<file path="config.mk">
export PLATFORM = sky130hd
export DESIGN_NAME = sdiv_prep
export DESIGN_NICKNAME = d
export VERILOG_FILES = /design/src/hw/rtl/sdiv_pkg.sv /design/src/hw/rtl/sdiv_prep.sv
export SDC_FILE = /design/constraint.sdc
export NUM_CORES = 1
export LEC_CHECK = 0
export BUFFER_PORTS_ARGS = -buffer_cell sky130_fd_sc_hd__buf_2
export CORE_MARGIN = 4
export CORE_UTILIZATION = 44
export DETAILED_ROUTE_END_ITERATION = 7
export PLACE_DENSITY = 0.81
export SETUP_SLACK_MARGIN = 0.4
export SKIP_CTS_REPAIR_TIMING = 1
export SLEW_MARGIN = 40
export SYNTH_ARGS = -nofsm -noshare
export SYNTH_HDL_FRONTEND = slang
export SYNTH_SLANG_ARGS = --single-unit
export TNS_END_PERCENT = 20
</file>
<file path="constraint.sdc">
create_clock -name i_clk -period 2.49 [get_ports i_clk]
set_input_delay 0.249 -clock i_clk [delete_from_list [all_inputs] [get_ports i_clk]]
set_output_delay 0.249 -clock i_clk [all_outputs]
set_load 0.05 [all_outputs]
</file>
<file path="src/hw/rtl/sdiv_pkg.sv">
package sdiv_pkg;

    localparam int DATA_WIDTH = 32;
    localparam int NUM_STEPS  = DATA_WIDTH;

    typedef struct packed {
        logic signed [DATA_WIDTH-1:0] dividend;
        logic signed [DATA_WIDTH-1:0] divisor;
    } t_sdiv_req;

    typedef struct packed {
        logic signed [DATA_WIDTH-1:0] quotient;
        logic signed [DATA_WIDTH-1:0] remainder;
        logic                         divide_by_zero;
        logic                         overflow;
    } t_sdiv_rsp;

    typedef struct packed {
        logic [DATA_WIDTH-1:0] rem;
        logic [DATA_WIDTH-1:0] shf;
        logic [DATA_WIDTH-1:0] dvs;
        logic                  neg_q;
        logic                  neg_r;
        logic                  dz;
        logic                  ovf;
    } t_sdiv_work;

    function automatic logic [DATA_WIDTH-1:0] cond_negate(
        input logic [DATA_WIDTH-1:0] value,
        input logic                  neg
    );
        cond_negate = neg ? (~value + {{(DATA_WIDTH-1){1'b0}}, 1'b1}) : value;
    endfunction

endpackage

</file>
<file path="src/hw/rtl/sdiv_prep.sv">
module sdiv_prep (
    input  logic                 i_clk,
    input  logic                 i_rst_n,
    input  logic                 i_valid,
    output logic                 o_ready,
    input  sdiv_pkg::t_sdiv_req  i_req,
    output logic                 o_valid,
    input  logic                 i_ready,
    output sdiv_pkg::t_sdiv_work o_work
);
    import sdiv_pkg::*;

    logic                  r_valid;
    t_sdiv_work            r_work;
    t_sdiv_work            n_work;
    logic                  w_neg_a;
    logic                  w_neg_b;
    logic [DATA_WIDTH-1:0] w_mag_b;
    logic                  w_dz;

    assign w_neg_a = i_req.dividend[DATA_WIDTH-1];
    assign w_neg_b = i_req.divisor[DATA_WIDTH-1];
    assign w_mag_b = cond_negate(i_req.divisor, w_neg_b);
    assign w_dz    = (i_req.divisor == '0);

    // A zero divisor is replaced by all ones, which yields a zero quotient and
    // leaves the dividend magnitude as the remainder.
    always_comb begin
        n_work.rem   = '0;
        n_work.shf   = cond_negate(i_req.dividend, w_neg_a);
        n_work.dvs   = w_dz ? '1 : w_mag_b;
        n_work.neg_q = w_neg_a ^ w_neg_b;
        n_work.neg_r = w_neg_a;
        n_work.dz    = w_dz;
        n_work.ovf   = (i_req.dividend == {1'b1, {(DATA_WIDTH-1){1'b0}}})
                       && (i_req.divisor == '1);
    end

    assign o_ready = !r_valid || i_ready;
    assign o_valid = r_valid;
    assign o_work  = r_work;

    always_ff @(posedge i_clk) begin
        if (!i_rst_n) begin
            r_valid <= 1'b0;
        end else if (o_ready) begin
            r_valid <= i_valid;
        end
    end

    always_ff @(posedge i_clk) begin
        if (i_valid && o_ready) begin
            r_work <= n_work;
        end
    end

endmodule

</file>
==> results.rst <==
.. list-table::
   :header-rows: 1

   * - Metric
     - Value
   * - Outcome
     - finished clean
   * - CTS HTree Levels
     - 3
   * - Maximum vdd ir drop
     - 0.346 mV
   * - Global placer's final weighted congestion
     - 0.862
   * - Maximum buffer depth of the clock tree
     - 2
   * - Count of buffers from port buffering
     - 137
   * - CP Data Arrival Time
     - 2.14 ns
   * - Fill cell total of the finished layout
     - 732
   * - Sequential-to-total area share from yosys stat
     - 51.0%
   * - Worst-skew pair later-pin latency
     - 0.34 ns
   * - Maximum clock skew at final layout
     - 0.00817 ns
   * - Wirelength per Cell
     - 16.3 microns
   * - Post-route core utilization
     - 56.9%
   * - Number of vias in the routed layout
     - 3386
   * - Number of nets in the layout
     - 582
   * - Worst reg2reg endpoint
     - o_work[14]$_SDFFCE_PP1P_
   * - Slowest Stage Delay on Critical Path
     - 0.58 ns
   * - Combinational fraction of design power
     - 24.0%
   * - Share of cells above drive strength 1
     - 34.6%
   * - I/O pin count
     - 170
   * - Tightest hold margin
     - 0.124 ns
   * - Antenna violations before repair
     - 0
   * - Worst setup EP type
     - flip-flop
   * - Complex-gate fraction of the synthesized area
     - 9.47%
   * - Number of placement rows
     - 34
   * - Vertical die dimension
     - 104 microns
   * - Cell area after synthesis
     - 0.00404 sq mm
   * - Area inside the core boundary
     - 0.00885 sq mm
   * - Filler-free cell count of the finished design
     - 623
   * - Worst-case hold path end point
     - o_work[36]$_DFFE_PP_
   * - Master cell of the clock root buffer
     - clkbuf_8
   * - Maximum fanout encountered on the critical timing path
     - 9
   * - Fraction of the mapped netlist area in simple logic gates
     - 17.8%
   * - Worst reg2reg startpoint
     - o_valid$_SDFFE_PN0N_
   * - Most used DFF post-synth
     - edfxtp_1
   * - Worst-case headroom to the max-slew limit
     - 65.0%
   * - Count of maximum capacitance violations
     - 0
   * - Total Wirelength
     - 10200 microns
   * - Warnings, synthesis
     - 0
   * - Inserted Diodes
     - 0
   * - Reg clk slew, reported paths
     - 0.08 ns
   * - Critical path required time
     - 2.67 ns
   * - WP buf/inv
     - 4
   * - Power Dens Cells
     - 690 mW/mm^2
   * - Number of distinct standard cells referenced by the synthesized netlist
     - 47
   * - Share of total power in sequential cells
     - 40.7%
   * - Dpl ws
     - 0.182 ns
   * - Overall power consumption
     - 3.47 mW
   * - Chip width
     - 104 microns
   * - Proportion of register bits with asynchronous set or reset after synthesis
     - 0%
   * - Worst setup slack after layout
     - 0.531 ns
   * - Post-detailed-route DRC marker count
     - 0
   * - Slowest library cell on the worst path
     - or4_1
   * - Count of TritonRoute iterations in the first routing pass
     - 5
   * - Count of flip-flops with a built-in enable after synthesis
     - 68
   * - Detailed-placement wirelength estimate
     - 7710 microns
   * - Transition time at the pin with the least slew margin
     - 0.521 ns
   * - Max-slew violation total from the final report
     - 0
   * - Total track usage
     - 18.1%
   * - Hold WC Path Type
     - in2reg
   * - Number of clock buffers inserted by TritonCTS
     - 9
   * - Instance count of the mapped netlist
     - 366
   * - Multiplexer fraction of the synthesized cell area
     - 1.24%
   * - Synth-to-Final Area Change
     - 24.6%
   * - Flip-flop and latch count after synthesis
     - 69
   * - Total grt overflow
     - 0
   * - Number of hold violations in the final report
     - 0
   * - Clock share of power
     - 35.3%
   * - Critical path cell sequence
     - buf_2 -> inv_1 -> ha_1 -> nor4b_2 -> nand4_1 -> or4_1 -> buf_4 -> clkinv_8 -> nor2_1 -> mux2i_1
   * - Family of cells with the greatest summed delay on the critical path
     - simple AND/OR/NAND/NOR gates
   * - Kind of start point of the critical path
     - input pin
   * - Switch share
     - 32.1%
   * - Net load switching power
     - 1.12 mW
   * - RSZ-0062 raised after global routing
     - yes
   * - Post-layout min period
     - 1.96 ns
   * - Number of setup violations in the final report
     - 0
   * - Number of sinks driven by the clock tree
     - 69
   * - Via count of the first global-routing pass
     - 3200
   * - Start-to-end type of the worst setup path
     - in2reg
   * - Leakage
     - 2.06 nW
   * - Sequential cell area
     - 0.00206 sq mm
   * - Setup TNS after final layout
     - 0 ns
   * - Post-layout instance area
     - 0.00504 sq mm
   * - Vias/cell
     - 5.43
   * - Per-instance average area after synthesis
     - 11.0 sq um
   * - Register-to-Register Path Depth
     - 3
   * - F_max
     - 510 MHz
   * - Hold path start
     - i_req[32]
   * - Global-route wire length before repair
     - 15900 microns
   * - Final critical-path share of the clock period
     - 78.7%
   * - Maximum number of pins on one net before global-route repair
     - 39
   * - Placement-stage cell area
     - 0.00476 sq mm
   * - Number of cells in the design after placement
     - 607
   * - Xor and xnor area share after synthesis
     - 10.6%
   * - Register-to-register setup slack
     - 1.02 ns
   * - Multi-input combinational cell area
     - 0.00176 sq mm
   * - Post-route antenna net violation count
     - 0
   * - DRC violation total after the first TritonRoute iteration
     - 284
   * - Clock tree from TritonCTS
     - yes
   * - Area enclosed by the die boundary
     - 0.0108 sq mm
   * - Dominant combinational cell family by area after synthesis
     - simple AND/OR/NAND/NOR gates
   * - Post-synthesis share of cell area spent on full adders, half adders and majority gates
     - 1.24%
   * - Effective utilization at floorplan
     - 45.7%
   * - Internal power consumption
     - 2.36 mW
   * - Depth of the worst hold-timing path
     - 1
state kept, by name (all words and copies together), names as in the netlist:
signal and cells:
o_valid 1, o_work 68
cell usage in the layout, fill, tap and decap left out, types with 5 or more instances in the layout:
master,Yosys,final
or4_1,11,11
clkbuf_8,0,9
conb_1,1,32
a21oi_1,9,9
o31ai_1,10,10
o41ai_1,7,6
edfxtp_1,68,68
buf_4,32,8
nor3_1,14,14
nand3_1,7,7
xnor2_1,25,25
xor2_1,24,24
nand2_1,37,37
o21ai_0,21,21
or3_1,5,5
mux2i_1,5,5
nand4_1,9,9
buf_2,1,137
inv_1,7,7
nor4_1,9,9
nor2_1,15,15
kinds of logic after synthesis:
kind of cell | Yosys count
and+or+nand+nor | 129
buffers and inverters | 52
adders and majority gates | 4
muxes | 5
other | 1
xor gates and xnor gates | 49
DFF | 69
AOI/OAI and AO/OA | 57
power by group through the flow:
stage                     Combinational (mW)  Clock, mW  Sequential (mW)
after detailed placement               0.830          0             1.44
after global routing                   0.880       1.29             1.42
after global placement                 0.815          0             1.44
after floorplan                        0.331          0             1.75
final                                  0.834       1.23             1.41
after CTS                              0.832       1.25             1.41
area by class of cell:
type | instances | share of cell area [%]
flip-flops and latches | 69 | 40.9
multi-input cells | 276 | 35.0
repair buffers | 146 | 15.2
clock inverters | 7 | 2.88
well taps | 108 | 2.68
clock buffers | 9 | 2.46
inverters | 8 | 0.845
per-layer routing:
metal / wire length [microns] / vias up / global-route usage [%]
met5: 0 / - / 0
met4: 237 / 0 / 8.07
met3: 867 / 20 / 4.35
met2: 4810 / 202 / 28.1
met1: 4250 / 1584 / 24.0
li1: - / 1580 / -
how the worst max path moves through the flow:
stage / startpoint / endpoint / cells past startpoint
6_report: i_req[0] / o_work[26]$_SDFFCE_PP1P_ / 10
2_1_floorplan: o_valid$_SDFFE_PN0N_ / o_work[0]$_DFFE_PP_ / 2
3_5_place_dp: i_req[43] / o_work[61]$_DFFE_PP_ / 6
4_1_cts: i_req[43] / o_work[61]$_DFFE_PP_ / 6
5_1_grt: i_req[0] / o_work[31]$_SDFFCE_PP1P_ / 10
3_3_place_gp: i_req[43] / o_work[61]$_DFFE_PP_ / 6
Yosys cell counts (all sizes together), types with 2 or more instances:
cell type | instances | area share, %
or4 | 13 | 2.6
o31ai | 10 | 1.9
nor4 | 10 | 1.7
mux2i | 5 | 1.2
o31a | 2 | 0.43
xnor2 | 25 | 5.4
inv | 7 | 0.65
xor2 | 24 | 5.2
nand2 | 37 | 3.4
nor2b | 3 | 0.46
a21oi | 9 | 1.1
buf | 36 | 6.7
nand2b | 4 | 0.62
or3 | 5 | 0.77
and3 | 2 | 0.31
edfxtp | 68 | 51
nor3 | 15 | 2.0
clkbuf | 8 | 0.74
nand4 | 9 | 1.4
nor2 | 15 | 1.4
nand3 | 7 | 0.87
o21ai | 22 | 2.7
ha | 4 | 1.2
or2 | 4 | 0.68
o41ai | 9 | 2.3
Note: power is estimated with default switching activity, not from simulation.
