<file path="src/hw/rtl/sdiv_pkg.sv">
package sdiv_pkg;

    localparam int DATA_WIDTH = 32;
    localparam int NUM_STEPS  = DATA_WIDTH;

    typedef struct packed {
        logic signed [DATA_WIDTH-1:0] dividend;
        logic signed [DATA_WIDTH-1:0] divisor;
    } t_sdiv_req;

    typedef struct packed {
        logic signed [DATA_WIDTH-1:0] quotient;
        logic signed [DATA_WIDTH-1:0] remainder;
        logic                         divide_by_zero;
        logic                         overflow;
    } t_sdiv_rsp;

    typedef struct packed {
        logic [DATA_WIDTH-1:0] rem;
        logic [DATA_WIDTH-1:0] shf;
        logic [DATA_WIDTH-1:0] dvs;
        logic                  neg_q;
        logic                  neg_r;
        logic                  dz;
        logic                  ovf;
    } t_sdiv_work;

    function automatic logic [DATA_WIDTH-1:0] cond_negate(
        input logic [DATA_WIDTH-1:0] value,
        input logic                  neg
    );
        cond_negate = neg ? (~value + {{(DATA_WIDTH-1){1'b0}}, 1'b1}) : value;
    endfunction

endpackage

</file>
<file path="src/hw/rtl/sdiv_step.sv">
module sdiv_step (
    input  logic                 i_clk,
    input  logic                 i_rst_n,
    input  logic                 i_valid,
    output logic                 o_ready,
    input  sdiv_pkg::t_sdiv_work i_work,
    output logic                 o_valid,
    input  logic                 i_ready,
    output sdiv_pkg::t_sdiv_work o_work
);
    import sdiv_pkg::*;

    logic                  r_valid;
    t_sdiv_work            r_work;
    t_sdiv_work            n_work;
    logic [DATA_WIDTH-1:0] w_trial;
    logic                  w_ge;

    // The partial remainder stays below the divisor, so the shifted trial
    // value always fits in the data width.
    assign w_trial = {i_work.rem[DATA_WIDTH-2:0], i_work.shf[DATA_WIDTH-1]};
    assign w_ge    = (w_trial >= i_work.dvs);

    always_comb begin
        n_work     = i_work;
        n_work.rem = w_ge ? (w_trial - i_work.dvs) : w_trial;
        n_work.shf = {i_work.shf[DATA_WIDTH-2:0], w_ge};
    end

    assign o_ready = !r_valid || i_ready;
    assign o_valid = r_valid;
    assign o_work  = r_work;

    always_ff @(posedge i_clk) begin
        if (!i_rst_n) begin
            r_valid <= 1'b0;
        end else if (o_ready) begin
            r_valid <= i_valid;
        end
    end

    always_ff @(posedge i_clk) begin
        if (i_valid && o_ready) begin
            r_work <= n_work;
        end
    end

endmodule

</file>
<file path="config.mk">
export PLATFORM = sky130hd
export DESIGN_NAME = sdiv_step
export DESIGN_NICKNAME = d
export VERILOG_FILES = /design/src/hw/rtl/sdiv_pkg.sv /design/src/hw/rtl/sdiv_step.sv
export SDC_FILE = /design/constraint.sdc
export NUM_CORES = 1
export LEC_CHECK = 0
export ABC_AREA = 1
export BUFFER_PORTS_ARGS = -buffer_cell sky130_fd_sc_hd__buf_2
export CAP_MARGIN = 20
export CORE_ASPECT_RATIO = 0.9
export CORE_UTILIZATION = 35
export DETAILED_ROUTE_END_ITERATION = 10
export PLACE_DENSITY = 0.63
export RECOVER_POWER = 25
export SLEW_MARGIN = 10
export SYNTH_ARGS = -nofsm -noshare
export SYNTH_HDL_FRONTEND = slang
export SYNTH_SLANG_ARGS = --single-unit
</file>
<file path="constraint.sdc">
create_clock -name i_clk -period 11.7 [get_ports i_clk]
set_clock_uncertainty 0.2 [all_clocks]
set_input_delay 1.17 -clock i_clk [delete_from_list [all_inputs] [get_ports i_clk]]
set_output_delay 1.17 -clock i_clk [all_outputs]
set_load 0.03 [all_outputs]
</file>
==> reports/metrics.yaml, run 1 <==
status: "finished clean"
path_clk_slew_ns: 0.08
clk_path_buf_depth: 2
synth_top_area_share: 0.489
setup_viol: 0
clockPowerShare: 0.310
critical-path-max-stage-delay_ns: 0.38
r2r_setup_slack_ns: 9.05
startpoint_type: "input pin"
drc_errors: 0
drt_iter0_drc: 281
cap_violations: 0
clkSinkCount: 101
min_from: "o_valid$_SDFFE_PN0N_"
drv_slew: 0
synth_area_leader_cell: "edfxtp_1"
grt_pass1_vias: 5145
vias: 5368
hold_viol: 0
netlist_top_cells_area: "edfxtp_1 49%, nand2_1 19%, inv_1 9.8%"
slowest_stage: "fa_1"
io-pin-count: 206
rr_worst_depth: 3
synth-edff-count: 100
ctsResizeCount: 0
end_kind: "register"
die_area_mm2: 0.0181
crit_fanout: 36
worst_slack_ns: 8.12
p_leak_uw: 0.00412
start_util: 0.361
crit_required_ns: 11.61
globalRouteOverflowTotal: 0
p_switching_uw: 343
numPortBuffers: 204
rsz0062_at_grt: "false"
r2r-start: "o_valid$_SDFFE_PN0N_"
irDropWorstVdd_mv: 0.0698
total_power_uw: 1030
layout_min_cycle_time_ns: 3.58
p_per_area_mw_per_mm2: 134
ys.flop_type: "edfxtp_1"
combPwrFrac: 0.263
dp_cells: 1203
yosys_warnings: 0
hold_path_depth: 2
arrival_ns: 3.49
rows: 45
drtPass1Iterations: 7
worstMarginPinSlew_ns: 0.943
die_h_um: 128
maxSlewHeadroom: 0.371
core_region_area_mm2: 0.0170
synthTopCellsByCount: "310 x nand2_1, 161 x inv_1, 100 x edfxtp_1, 43 x nand3_1, 38 x nor2_1"
wl_per_cell_um: 13.4
final_antenna_net_count: 0
p_int_uw: 688
synthToLayoutAreaGrowth_pct: 25.7
grt_pass1_wl_um: 25800
ys_seq_elements: 101
final_cells: 1220
final.period_utilization: 0.306
crit_family: "simple AND/OR/NAND/NOR gates"
cts-root-buf: "clkbuf_16"
post_cts_buffers: 0
routed_wirelength_um: 16300
criticalPathCategory: "in -> reg"
drive_gt1_frac: 0.229
power_frac_seq: 0.427
cpMostUsedCell: "nand2_1"
syn-cell-area_mm2: 0.00614
avgSynthCellArea_um2: 7.98
hold_path.class: "reg -> reg"
cts_inserted_buffers: 9
min_to: "o_valid$_SDFFE_PN0N_"
via_per_inst: 4.40
post-place-ws_ns: 7.71
gp_congestion: 0.872
nets: 1117
yosysMostFrequentCell: "nand2_1"
ctsHoldBuffers: 0
switching_share: 0.333
synth_seq_area_share: 0.492
grt_antenna_before_repair: 0
synth.distinct_cells: 30
dieWidth_um: 142
syn_inst: 769
cts_tree: "done"
clk_latency_ns: 0.35
syn_nets: 906
diodes: 0
grt_max_degree: 63
dp_hpwl_um: 13100
r2r-end: "o_work[98]$_DFFE_PP_"
critPathBufInv: 3
h-tree-depth: 3
synthArstFlopShare: 0
path_cells: "clkbuf_1 > ha_1 > fa_1 > inv_1 > nand2_1 > nand2_1 > nand3_1 > nand2_2 > nand2_1 > nand3_1 > nand2_2 > nand2_4 > inv_4 > nand2_1 > nand2_1"
clock.fmax_ghz: 0.279
timing.hold.ws_ns: 0.306
grt.total_usage: 0.187
setup_tns_ns: 0
worst max path at each step:
| stage | from | end | slack, ns | cells after the start |
|---|---|---|---|---|
| floorplan | i_valid | o_work[0]$_DFFE_PP_ | 4.87 | 2 |
| global placement | i_work[4] | o_work[96]$_DFFE_PP_ | 7.77 | 15 |
| detailed placement | i_work[4] | o_work[74]$_DFFE_PP_ | 7.71 | 15 |
| CTS | i_work[4] | o_work[97]$_DFFE_PP_ | 8.09 | 15 |
| global route | i_work[67] | o_work[98]$_DFFE_PP_ | 7.85 | 16 |
| finish | i_work[4] | o_work[97]$_DFFE_PP_ | 8.12 | 15 |
cell type report:
type                    instances  area, µm²
fillers                      1766       9290
well taps                     235        294
repair buffers                206       1030
clock inverters                 7       87.6
flip-flops and latches        101       3020
multi-input cells             497       2430
inverters                     165        622
clock buffers                   9        225
tightest hold or removal path: cells and delay by family (launching register included):
| family | cells | cell delay, ns |
|---|---|---|
| and+or+nand+nor | 1 | 0.07 |
| DFF | 1 | 0.32 |
| AOI/OAI and AO/OA | 1 | 0.07 |
metrics by stage:
step           area [µm²]   util
3_3_place_gp         7410  0.436
6_report             7720  0.454
4_1_cts              7720  0.454
3_5_place_dp         7410  0.436
2_1_floorplan        6140      -
5_1_grt              7720  0.454
power groups by stage:
stage                     Combinational, µW  Sequential [µW]  Clock (µW)
after detailed placement                273              449           0
after floorplan                         134              509           0
after global routing                    304              443         341
final                                   271              440         319
after CTS                               274              441         329
after global placement                  271              448           0
layout by cell type (no fill, tap or decap), types with 3 or more instances in the layout:
cell type  Yosys  final
clkbuf_1       0     14
nand2_2        4      4
nand3b_1       4      4
nor2_1        38     38
ha_1          32     32
nand4_1        7      7
nand2_1      310    310
inv_1        161    161
nand3_1       43     43
clkbuf_16      0      9
buf_2          0    190
o21bai_1       4      4
o21ai_0        3      3
nor3_1         5      5
inv_2          3      3
nor2_2         4      4
a21oi_1       18     18
edfxtp_1     100    100
xor2_1        13     13
cells by family (layout without fill, tap and decap cells):
kind of cell / after synthesis / after routing / share of synthesized area
AOI/OAI and AO/OA: 27 / 27 / 0.0247
xor gates and xnor gates: 14 / 14 / 0.0200
adders and majority gates: 33 / 33 / 0.0685
buffers and inverters: 171 / 387 / 0.111
DFF: 101 / 101 / 0.492
and+or+nand+nor: 423 / 423 / 0.283
state kept, by name, indices dropped and copies added, names as in the netlist:
signal   cells
o_valid      1
o_work     100
per-layer routing:
layer  share of wire  track usage
met1            0.47        0.244
met2            0.45        0.309
met3           0.072       0.0476
met4           0.010       0.0430
met5               0            0
(Power assumes the default switching activity.)
==> run 2: changes to the inputs <==
--- a/config.mk
+++ b/config.mk
@@ -5,13 +5,13 @@
 export SDC_FILE = /design/constraint.sdc
 export NUM_CORES = 1
 export LEC_CHECK = 0
-export ABC_AREA = 1
+export ABC_AREA = 0
 export BUFFER_PORTS_ARGS = -buffer_cell sky130_fd_sc_hd__buf_2
 export CAP_MARGIN = 20
 export CORE_ASPECT_RATIO = 0.9
 export CORE_UTILIZATION = 35
 export DETAILED_ROUTE_END_ITERATION = 10
-export PLACE_DENSITY = 0.63
+export PLACE_DENSITY = 0.67
 export RECOVER_POWER = 25
 export SLEW_MARGIN = 10
 export SYNTH_ARGS = -nofsm -noshare
==> constraint.sdc (replaced) <==
create_clock -name i_clk -period 3.25 [get_ports i_clk]
set_clock_uncertainty 0.2 [all_clocks]
set_input_delay 0.325 -clock i_clk [delete_from_list [all_inputs] [get_ports i_clk]]
set_output_delay 0.325 -clock i_clk [all_outputs]
set_load 0.03 [all_outputs]
==> reports/metrics.yaml, run 2 <==
status: "finished clean"
routed_wirelength_um: 13800  # -16%
synthTopCellsByCount: "100 x edfxtp_1, 37 x inv_1, 32 x ha_1, 25 x a21oi_1, 25 x mux2_2"
dp_hpwl_um: 10200  # -22%
arrival_ns: 3.03  # -0.46 ns
die_h_um: 119  # -7.0%
maxSlewHeadroom: 0.543  # +0.172
worstMarginPinSlew_ns: 0.686  # -0.258 ns
grt_antenna_before_repair: 1  # +1
cts_inserted_buffers: 9  # unchanged
startpoint_type: "input pin"
end_kind: "register"
p_leak_uw: 0.00335  # -19%
ys.flop_type: "edfxtp_1"
h-tree-depth: 3  # unchanged
nets: 842  # -25%
grt_pass1_vias: 4637  # -9.9%
core_region_area_mm2: 0.0148  # -13%
timing.hold.ws_ns: 0.0401  # -0.266 ns
grt_pass1_wl_um: 22500  # -13%
synthArstFlopShare: 0  # unchanged
hold_path.class: "in -> reg"
clkSinkCount: 101  # unchanged
crit_required_ns: 3.15  # -8.46 ns
yosys_warnings: 0  # unchanged
yosysMostFrequentCell: "edfxtp_1"
criticalPathCategory: "in -> reg"
grt.total_usage: 0.183  # -0.00317
dieWidth_um: 132  # -7.0%
layout_commonest_cell: "buf_2"
synth.distinct_cells: 54  # +80%
gp_congestion: 0.922  # +5.7%
crit_fanout: 14  # -61%
syn_nets: 553  # -39%
avgSynthCellArea_um2: 12.7  # +60%
path_clk_slew_ns: 0.07  # about the same
r2r_setup_slack_ns: 1.35  # -7.70 ns
p_per_area_mw_per_mm2: 474  # +260%
final_antenna_net_count: 0  # unchanged
most-common-layout-cells: "173 x buf_2, 100 x edfxtp_1, 66 x dlygate4sd3_1"
drc_errors: 0  # unchanged
synthToLayoutAreaGrowth_pct: 43.7
synth_top_area_share: 0.566  # +0.0772
start_util: 0.359  # -0.00199
numPortBuffers: 204  # unchanged
io-pin-count: 206  # unchanged
grt_max_degree: 54  # -14%
clk_latency_ns: 0.34  # about the same
cap_violations: 0  # unchanged
ys_seq_elements: 101  # unchanged
globalRouteOverflowTotal: 0  # unchanged
cts-root-buf: "clkbuf_16"
drtPass1Iterations: 7  # unchanged
syn-cell-area_mm2: 0.00530  # -14%
drt_iter0_drc: 202  # -28%
diodes: 0  # unchanged
clk_path_buf_depth: 2  # unchanged
largest_reg_flops: 100  # unchanged
setup_viol: 0  # unchanged
final.period_utilization: 0.964
vias: 4387  # -18%
wl_per_cell_um: 15.2  # +13%
hold_viol: 0  # unchanged
setup_tns_ns: 0  # unchanged
die_area_mm2: 0.0156  # -13%
netlist_top_cells_area: "edfxtp_1 57%, ha_1 7.6%, mux2_2 5.3%"
synth_seq_area_share: 0.570  # +0.0778
layout_min_cycle_time_ns: 3.13
irDropWorstVdd_mv: 0.280  # +300%
synth_area_leader_cell: "edfxtp_1"
synth-edff-count: 100  # unchanged
clock.fmax_ghz: 0.319
rows: 42  # -6.7%
drive_gt1_frac: 0.351  # +0.121
via_per_inst: 4.83  # +9.8%
cts_tree: "done"
drv_slew: 0  # unchanged
syn_inst: 416  # -46%
## run 2: final timing paths
path,startpoint,endpoint,depth (start not counted)
min reg2reg,o_valid$_SDFFE_PN0N_,o_valid$_SDFFE_PN0N_,2
min,i_rst_n,o_valid$_SDFFE_PN0N_,2
max reg2reg,o_valid$_SDFFE_PN0N_,o_work[97]$_DFFE_PP_,3
max,i_work[29],o_work[98]$_DFFE_PP_,11
## run 2: final cells by class
cell class,instances,area (µm²)
clock buffers,10,229
clock inverters,6,53.8
fillers,1339,7150
inverters,37,139
multi-input cells,267,2100
flip-flops and latches,101,3020
well taps,198,248
repair buffers,289,1820
## run 2: logic make-up (layout without fill, tap and decap cells)
kind of cell | after synthesis | count (layout) | synth area share
xor+xnor | 27 | 27 | 0.0446
simple gates | 76 | 76 | 0.0682
buf+inv | 48 | 342 | 0.0389
flops | 101 | 101 | 0.570
mux | 32 | 32 | 0.0670
fa+ha+maj | 33 | 33 | 0.0793
compound gates | 99 | 99 | 0.132
## run 2: routing by layer
metal,vias to the layer above,GRT usage,wire length (µm)
li1,2135,-,-
met1,2056,0.211,5690
met2,178,0.318,6820
met3,16,0.0613,1070
met4,2,0.0625,187
met5,-,0,11
## run 2: stage by stage
step,setup slack (ns),instances,power (µW),utilization,instance area (µm²)
CTS,0.0169,907,3650,0.516,7620
floorplan,0.263,416,2250,-,5300
global placement,0.0257,825,2530,0.452,6680
global route,-0.00233,908,3790,0.516,7620
finish,0.117,908,3610,0.516,7620
detailed placement,-0.0351,825,2550,0.452,6680
## run 2: repair_timing
item / CTS / global route
setup buffers: 0 / 1
hold buffers: 66 / 0
hold endpoints to repair: 66 / 0
setup endpoints to repair: 0 / 32
resized for setup: 0 / 11
## run 2: power by group
part	switching (µW)	internal, µW	leakage (µW)
Sequential	23.6	1560	0.000976
Clock	491	533	0.000136
Combinational	583	420	0.00224
Total	1100	2520	0.00335
## run 2: worst max-delay path, stage by stage
cell	delay (ns)
dlygate4sd3_1	0.55
clkbuf_1	0.16
inv_1	0.06
ha_2	0.38
and3_1	0.28
nand2_1	0.12
nor3_1	0.30
a21oi_2	0.11
o21a_2	0.25
buf_12	0.16
mux2_1	0.32
