===== config.mk =====
export PLATFORM = sky130hd
export DESIGN_NAME = sdiv_post
export DESIGN_NICKNAME = d
export VERILOG_FILES = /design/src/hw/rtl/sdiv_pkg.sv /design/src/hw/rtl/sdiv_post.sv
export SDC_FILE = /design/constraint.sdc
export NUM_CORES = 1
export LEC_CHECK = 0
export ABC_CLOCK_PERIOD_IN_PS = 5400
export BUFFER_PORTS_ARGS = -buffer_cell sky130_fd_sc_hd__buf_2
export CAP_MARGIN = 10
export CORE_MARGIN = 5
export CORE_UTILIZATION = 50
export CTS_CLUSTER_DIAMETER = 50
export DETAILED_ROUTE_END_ITERATION = 10
export PLACE_DENSITY_LB_ADDON = 0.15
export SKIP_CTS_REPAIR_TIMING = 1
export SLEW_MARGIN = 20
export SYNTH_ARGS = -nofsm -noshare
export SYNTH_HDL_FRONTEND = slang
export SYNTH_SLANG_ARGS = --single-unit

===== constraint.sdc =====
create_clock -name i_clk -period 5.4 [get_ports i_clk]
set_clock_uncertainty 0.2 [all_clocks]
set_input_delay 0.54 -clock i_clk [delete_from_list [all_inputs] [get_ports i_clk]]
set_output_delay 0.54 -clock i_clk [all_outputs]
set_load 0.02 [all_outputs]

===== src/hw/rtl/sdiv_pkg.sv =====
package sdiv_pkg;

    localparam int DATA_WIDTH = 32;
    localparam int NUM_STEPS  = DATA_WIDTH;

    typedef struct packed {
        logic signed [DATA_WIDTH-1:0] dividend;
        logic signed [DATA_WIDTH-1:0] divisor;
    } t_sdiv_req;

    typedef struct packed {
        logic signed [DATA_WIDTH-1:0] quotient;
        logic signed [DATA_WIDTH-1:0] remainder;
        logic                         divide_by_zero;
        logic                         overflow;
    } t_sdiv_rsp;

    typedef struct packed {
        logic [DATA_WIDTH-1:0] rem;
        logic [DATA_WIDTH-1:0] shf;
        logic [DATA_WIDTH-1:0] dvs;
        logic                  neg_q;
        logic                  neg_r;
        logic                  dz;
        logic                  ovf;
    } t_sdiv_work;

    function automatic logic [DATA_WIDTH-1:0] cond_negate(
        input logic [DATA_WIDTH-1:0] value,
        input logic                  neg
    );
        cond_negate = neg ? (~value + {{(DATA_WIDTH-1){1'b0}}, 1'b1}) : value;
    endfunction

endpackage


===== src/hw/rtl/sdiv_post.sv =====
module sdiv_post (
    input  logic                 i_clk,
    input  logic                 i_rst_n,
    input  logic                 i_valid,
    output logic                 o_ready,
    input  sdiv_pkg::t_sdiv_work i_work,
    output logic                 o_valid,
    input  logic                 i_ready,
    output sdiv_pkg::t_sdiv_rsp  o_rsp
);
    import sdiv_pkg::*;

    logic      r_valid;
    t_sdiv_rsp r_rsp;
    t_sdiv_rsp n_rsp;

    always_comb begin
        n_rsp.quotient       = cond_negate(i_work.shf, i_work.neg_q);
        n_rsp.remainder      = cond_negate(i_work.rem, i_work.neg_r);
        n_rsp.divide_by_zero = i_work.dz;
        n_rsp.overflow       = i_work.ovf;
    end

    assign o_ready = !r_valid || i_ready;
    assign o_valid = r_valid;
    assign o_rsp   = r_rsp;

    always_ff @(posedge i_clk) begin
        if (!i_rst_n) begin
            r_valid <= 1'b0;
        end else if (o_ready) begin
            r_valid <= i_valid;
        end
    end

    always_ff @(posedge i_clk) begin
        if (i_valid && o_ready) begin
            r_rsp <= n_rsp;
        end
    end

endmodule


==> results of run 1 <==
report_power, final:
part	switching, mW	leakage (nW)	total (mW)	internal (mW)
logic	0.146	0.958	0.236	0.0902
clock network	0.175	0.0792	0.337	0.163
registers	0.00952	0.647	0.636	0.626
registers in the layout (all words and copies together) (netlist names):
name / count
o_rsp: 66
o_valid: 1
cells in the final DEF, fill, tap and decap left out, types with 2 or more instances in the layout:
cell / count
edfxtp_1: 66
clkinv_1: 2
or2_2: 2
nand4_1: 3
o41ai_1: 11
clkbuf_1: 3
nor4_1: 5
o21ai_1: 3
nand4_2: 2
o21ai_0: 11
nor2_1: 7
nand2b_1: 6
clkbuf_8: 9
nor3_1: 9
o41ai_2: 8
inv_1: 7
clkinv_2: 2
nand2_1: 23
nand3_1: 6
or3_4: 2
xnor2_1: 58
ha_1: 2
o31ai_1: 18
or3_1: 8
buf_2: 139
layer usage:
metal | vias up | track usage, %
met1 | 1283 | 22.8
met3 | 10 | 4.86
met2 | 117 | 29.2
li1 | 1354 | -
met4 | 0 | 8.30
met5 | - | 0
through the flow:
step,instances,utilization [%],worst slack (ns),hold WS (ns)
after detailed placement,506,63.0,2.60,0.325
after global placement,506,63.0,2.59,0.305
after floorplan,281,-,2.38,0.439
after CTS,522,65.2,2.95,0.183
final,522,65.2,2.95,0.197
after global routing,522,65.2,2.83,0.175
final cells by class:
| class | count | area [um^2] |
|---|---|---|
| clock buffers | 12 | 135 |
| inverters | 7 | 26.3 |
| flip-flops and latches | 67 | 2000 |
| well taps | 96 | 120 |
| repair buffers | 140 | 703 |
| fillers | 553 | 2390 |
| clock inverters | 4 | 17.5 |
| multi-input cells | 196 | 1480 |
critical path: stages:
cell and delay, ns:
buf_2 0.11, or3_1 0.40, or3_1 0.61, o41ai_1 0.54, xnor2_1 0.11
logic make-up (layout without fill, tap and decap cells):
| logic type | Yosys count | in the layout | share of synthesized area (%) |
|---|---|---|---|
| simple gates | 81 | 81 | 13.4 |
| flops | 67 | 67 | 56.2 |
| xor+xnor | 59 | 59 | 14.5 |
| compound gates | 54 | 54 | 12.8 |
| buf+inv | 18 | 163 | 2.39 |
| fa+ha+maj | 2 | 2 | 0.702 |
final timing paths:
path	cells past startpoint	slack, ns	startpoint	to
worst max register to register	3	3.30	o_valid$_SDFFE_PN0N_	o_rsp[6]$_DFFE_PP_
worst max-delay path	5	2.95	i_work[72]	o_rsp[33]$_DFFE_PP_
worst min-delay path	1	0.20	i_work[1]	o_rsp[1]$_DFFE_PP_
worst min register to register	2	0.33	o_valid$_SDFFE_PN0N_	o_valid$_SDFFE_PN0N_
==> reports/metrics.yaml, run 1 <==
placement:
  gp_congestion: 0.795
  dpl.hpwl_mm: 6.06
  place_area_mm2: 0.00433
  portBuffers: 139
cts:
  ctsLongestPathBuffers: 2
  cts_made_buffers: 9
  clock-sinks: 67
  path_clk_slew_ns: 0.06
  cts_tree: "built"
  clk_latency_ns: 0.32
  clockRootBuffer: "clkbuf_8"
  htreeDepth: 3
pwr:
  ir_worst_vdd_mv: 0.126
  power_per_cell_area_mw_per_mm2: 270
  totalPowerFinal_mw: 1.21
  p_leak_nw: 1.68
logic_synthesis:
  synth_ff_type: "edfxtp_1"
  ys_ff_latch: 67
  synth.top_cells.by_area: "edfxtp_1 (56%), xnor2_1 (14%), o31ai_1 (3.8%)"
  synth_most_common_cell: "edfxtp_1"
  yosys-top-cells-count: "edfxtp_1 (66), xnor2_1 (58), nand2_1 (23), o31ai_1 (18)"
  postSynth.asyncResetShare_pct: 0
  yosys_warnings: 0
  yosys.area.top_type: "edfxtp_1"
  synth_edf_count: 66
  syn_nets: 387
  synth_cell_types: 37
  ys_seq_area_share_pct: 56.2
  netlist_instances: 281
  synthesis.area_mm2: 0.00356
  synth.avg_cell_area_um2: 12.7
  yosysTopAreaCellShare_pct: 55.6
die:
  ioPinCount: 172
  die-area_mm2: 0.00891
  fp-row-count: 30
  die_x_um: 94.4
  die_h_um: 94.4
  core_area_mm2: 0.00687
  initial_utilization_pct: 51.9
drt:
  wirelength_mm: 8.09
  vias: 2764
  vias_per_cell: 5.30
  m1WireLength_mm: 3.40
  routedWlPerCell_um: 15.5
  wl_met2_mm: 3.86
  drc: 0
  dr.pass1.iters: 8
  dr.first_iter.drc_count: 142
  routed.top_layer: "met4"
  wl_met3_um: 721
  postRouteAntennaNets: 0
sta:
  finalCriticalPeriod_ns: 2.45
  fin_crit_sh_pct: 45.4
  hold_viol: 0
  tightest_slew_ns: 0.734
  relSlewSlack_pct: 50.7
  finalSetupViolCount: 0
  slew_violations: 0
  fin_setup_tns_ns: 0
  rsz0062_at_grt: "no"
  timing.fmax_mhz: 408
global_route:
  grt_pass1_vias: 2705
  antenna_found_initial: 0
  grt_pass1_wl_mm: 12.5
  grt_overflow: 0
  track_usage_pct: 18.1
  grt_max_degree: 43
setup_path:
  worstPathArrival_ns: 2.31
  cp-start-kind: "input pin"
  crit_type: "in -> reg"
  worst_ep_required_time_ns: 5.26
  crit_fanout: 13
  end_kind: "flop"
status:
  outcome: "finished, final reports clean"
finish:
  nets: 527
  antennaDiodeCount: 0
  drive_gt1_share_pct: 39.9
  fin_area_mm2: 0.00448
  area_growth_pct: 25.8
run:
  maxCapViolations: 0
hold_path:
  hold_class: "in -> reg"
Note: power is estimated with default switching activity, not from simulation.
==> run 2: changes to the inputs <==
- ABC_AREA: not set -> 1
- ABC_CLOCK_PERIOD_IN_PS: 5400 -> 2500
- CORE_UTILIZATION: 50 -> 49
- clock period: 5.4 -> 2.5 ns (I/O delays scaled with it)
==> run 2 against run 1 <==
Core utilization down 2.5 points. Clock power grew 120%. First-iteration DRC count shrank 32%. Total power up 120%. Sequential cell count is the same. Die area rose by 16%. Count of clock-buffer cells in the layout is 2 lower. Sequential power increased by 110%. Global-route usage increased by 1.7 points. Critical path type unchanged. Critical endpoint is now o_rsp[26]$_DFFE_PP_. Highest routed layer unchanged.
==> reports/metrics.yaml, run 2 <==
sta:
  slew_violations: 0  # unchanged
  relSlewSlack_pct: 67.6  # +17 points
  finalSetupViolCount: 0  # unchanged
  finalCriticalPeriod_ns: 2.01
  tightest_slew_ns: 0.486  # -0.248 ns
  timing.fmax_mhz: 497
  rsz0062_at_grt: "no"
  hold_viol: 0  # unchanged
  fin_setup_tns_ns: 0  # unchanged
  fin_crit_sh_pct: 80.5
cts:
  clk_latency_ns: 0.34  # +0.02 ns
  htreeDepth: 3  # unchanged
  path_clk_slew_ns: 0.07  # about the same
  cts_tree: "built"
  ctsLongestPathBuffers: 2  # unchanged
  cts_made_buffers: 9  # unchanged
  clock-sinks: 67  # unchanged
  clockRootBuffer: "clkbuf_8"
hold_path:
  hold_end: "o_rsp[4]$_DFFE_PP_"
  min_from: "i_work[70]"
  whs_path_depth: 3  # +2
  hold_class: "in -> reg"
global_route:
  grt_max_degree: 67  # +56%
  antenna_found_initial: 0  # unchanged
  grt_overflow: 0  # unchanged
  grt_pass1_wl_mm: 15.8  # +26%
  track_usage_pct: 19.9  # +1.7 points
  grt_pass1_vias: 3539  # +31%
logic_synthesis:
  ys_seq_area_share_pct: 48.8  # -7.4 points
  postSynth.asyncResetShare_pct: 0  # unchanged
  yosys.area.top_type: "edfxtp_1"
  syn_nets: 628  # +62%
  yosysTopAreaCellShare_pct: 48.3  # -7.3 points
  synth.top_cells.by_area: "edfxtp_1 (48%), nand2_1 (17%), nor2_1 (8.7%)"
  synth_most_common_cell: "nand2_1"
  netlist_instances: 522  # +86%
  synth_cell_types: 23  # -38%
  ys_ff_latch: 67  # unchanged
  yosys-top-cells-count: "nand2_1 (188), nor2_1 (95), edfxtp_1 (66), inv_1 (46), nand3_1 (32)"
  yosys_warnings: 0  # unchanged
  synth_edf_count: 66  # unchanged
  synthesis.area_mm2: 0.00410  # +15%
  synth.avg_cell_area_um2: 7.85  # -38%
  synth_ff_type: "edfxtp_1"
setup_path:
  worst_ep_required_time_ns: 2.39  # -2.87 ns
  ff2ff_setup_slack_ns: 1.06  # -2.24 ns
  critPathLaunch: "i_work[68]"
  end_kind: "flop"
  worstPathArrival_ns: 1.91  # -0.40 ns
  timing.rr.start: "o_valid$_SDFFE_PN0N_"
  cp-start-kind: "input pin"
  crit_fanout: 5  # -8
  crit_type: "in -> reg"
  rr_endpoint: "o_rsp[31]$_DFFE_PP_"
  reg2regPathDepth: 2  # -1
finish:
  drive_gt1_share_pct: 27.2  # -13 points
  stdcell_count: 781  # +50%
  antennaDiodeCount: 0  # unchanged
  area_growth_pct: 25.1
  multiInputGateArea_mm2: 0.00189  # +28%
  largest_register_ffs: 66  # unchanged
  final_cell_mix: "nand2_1 (188), buf_2 (139), nor2_1 (95), edfxtp_1 (66), inv_1 (46)"
  fillers: 736  # +33%
  layout_commonest_cell: "nand2_1"
  regArea_mm2: 0.00200  # unchanged
  nets: 777  # +47%
  fin_area_mm2: 0.00513  # +14%
status:
  outcome: "finished, final reports clean"
drt:
  drc: 0  # unchanged
  wirelength_mm: 10.3  # +27%
  dr.pass1.iters: 7  # -1
  vias: 3779  # +37%
  vias_per_cell: 4.84  # -8.6%
  postRouteAntennaNets: 0  # unchanged
  routedWlPerCell_um: 13.2  # -15%
  dr.first_iter.drc_count: 96  # -32%
placement:
  portBuffers: 139  # unchanged
  gp_congestion: 0.932  # +17%
  dpl.hpwl_mm: 8.26  # +36%
  place_area_mm2: 0.00492  # +14%
  dp.cells: 760  # +50%
die:
  die_x_um: 101  # +7.5%
  core_area_mm2: 0.00818  # +19%
  initial_utilization_pct: 50.2  # -1.7 points
  die_h_um: 101  # +7.5%
  ioPinCount: 172  # unchanged
  fp-row-count: 33  # +10%
  die-area_mm2: 0.0103  # +16%
run:
  maxCapViolations: 0  # unchanged
pwr:
  power_per_cell_area_mw_per_mm2: 528  # +96%
  ir_worst_vdd_mv: 0.266  # +110%
  p_leak_nw: 2.35  # +40%
-- run 2: cell count changes in the layout (fill, tap and decap cells not counted), moves of 11 or more --
cell | previous run | this run
nor2_1 | 7 | 95
xor2_1 | 1 | 12
nand2_1 | 23 | 188
nor2_2 | 0 | 12
nand3_1 | 6 | 32
xnor2_1 | 58 | 17
o31ai_1 | 18 | 0
inv_1 | 7 | 46
o41ai_1 | 11 | 0
-- run 2: kinds of logic after synthesis --
| kind of cell | share of synthesized area, % |
|---|---|
| adder cells (fa/ha/maj) | 0.610 |
| AND/OR/NAND/NOR | 35.9 |
| AO/OA/AOI/OAI | 3.11 |
| XOR/XNOR | 6.19 |
| flip-flops | 48.8 |
| buffers and inverters | 5.37 |
-- run 2: final cells by class --
class / count / area share [%]
Tap cell: 105 / 2.56
Timing Repair Buffer: 145 / 14.9
Clock buffer: 10 / 2.49
Multi-Input combinational cell: 400 / 36.8
Clock inverter: 6 / 0.634
Sequential cell: 67 / 39.0
Inverter: 48 / 3.51
-- run 2: metrics by stage --
step | power (mW) | utilization, % | hold WS, ns | worst slack, ns
after CTS | 2.73 | 62.1 | -0.128 | 1.01
after global placement | 1.96 | 60.2 | 0.228 | 0.659
after detailed placement | 1.97 | 60.2 | 0.233 | 0.654
after floorplan | 1.75 | - | 0.149 | 0.333
final | 2.71 | 62.7 | 0.0253 | 0.488
after global routing | 2.84 | 62.7 | 0.0238 | 0.368
-- run 2: layer usage --
| metal | wire length, um | GRT usage [%] | up-vias | share of wire, % |
|---|---|---|---|---|
| li1 | - | - | 1959 | - |
| met1 | 4050 | 22.1 | 1670 | 39 |
| met2 | 5150 | 35.1 | 120 | 50 |
| met3 | 707 | 4.41 | 30 | 6.9 |
| met4 | 369 | 10.8 | 0 | 3.6 |
| met5 | 0 | 0 | - | 0 |
-- run 2: power breakdown --
| part | internal [mW] | switching [mW] |
|---|---|---|
| Sequential | 1.34 | 0.0187 |
| Combinational | 0.200 | 0.387 |
| Clock | 0.349 | 0.408 |
-- run 2: worst max path at each step --
stage                     slack, ns  cells after the start             endpoint
after floorplan                0.33                      1   o_rsp[0]$_DFFE_PP_
after global placement         0.66                      5  o_rsp[45]$_DFFE_PP_
after detailed placement       0.65                      6  o_rsp[61]$_DFFE_PP_
after CTS                      1.01                      6  o_rsp[61]$_DFFE_PP_
after global routing           0.37                     11  o_rsp[52]$_DFFE_PP_
final                          0.49                     11  o_rsp[26]$_DFFE_PP_
-- run 2: critical path: stages --
cell	delay [ns]
dlygate4sd3_1	0.54
buf_2	0.13
inv_1	0.08
ha_1	0.18
nand2_1	0.09
nand2_2	0.11
nand3_4	0.15
nor2_4	0.20
nand2_1	0.08
nand2_1	0.06
nand2_1	0.05
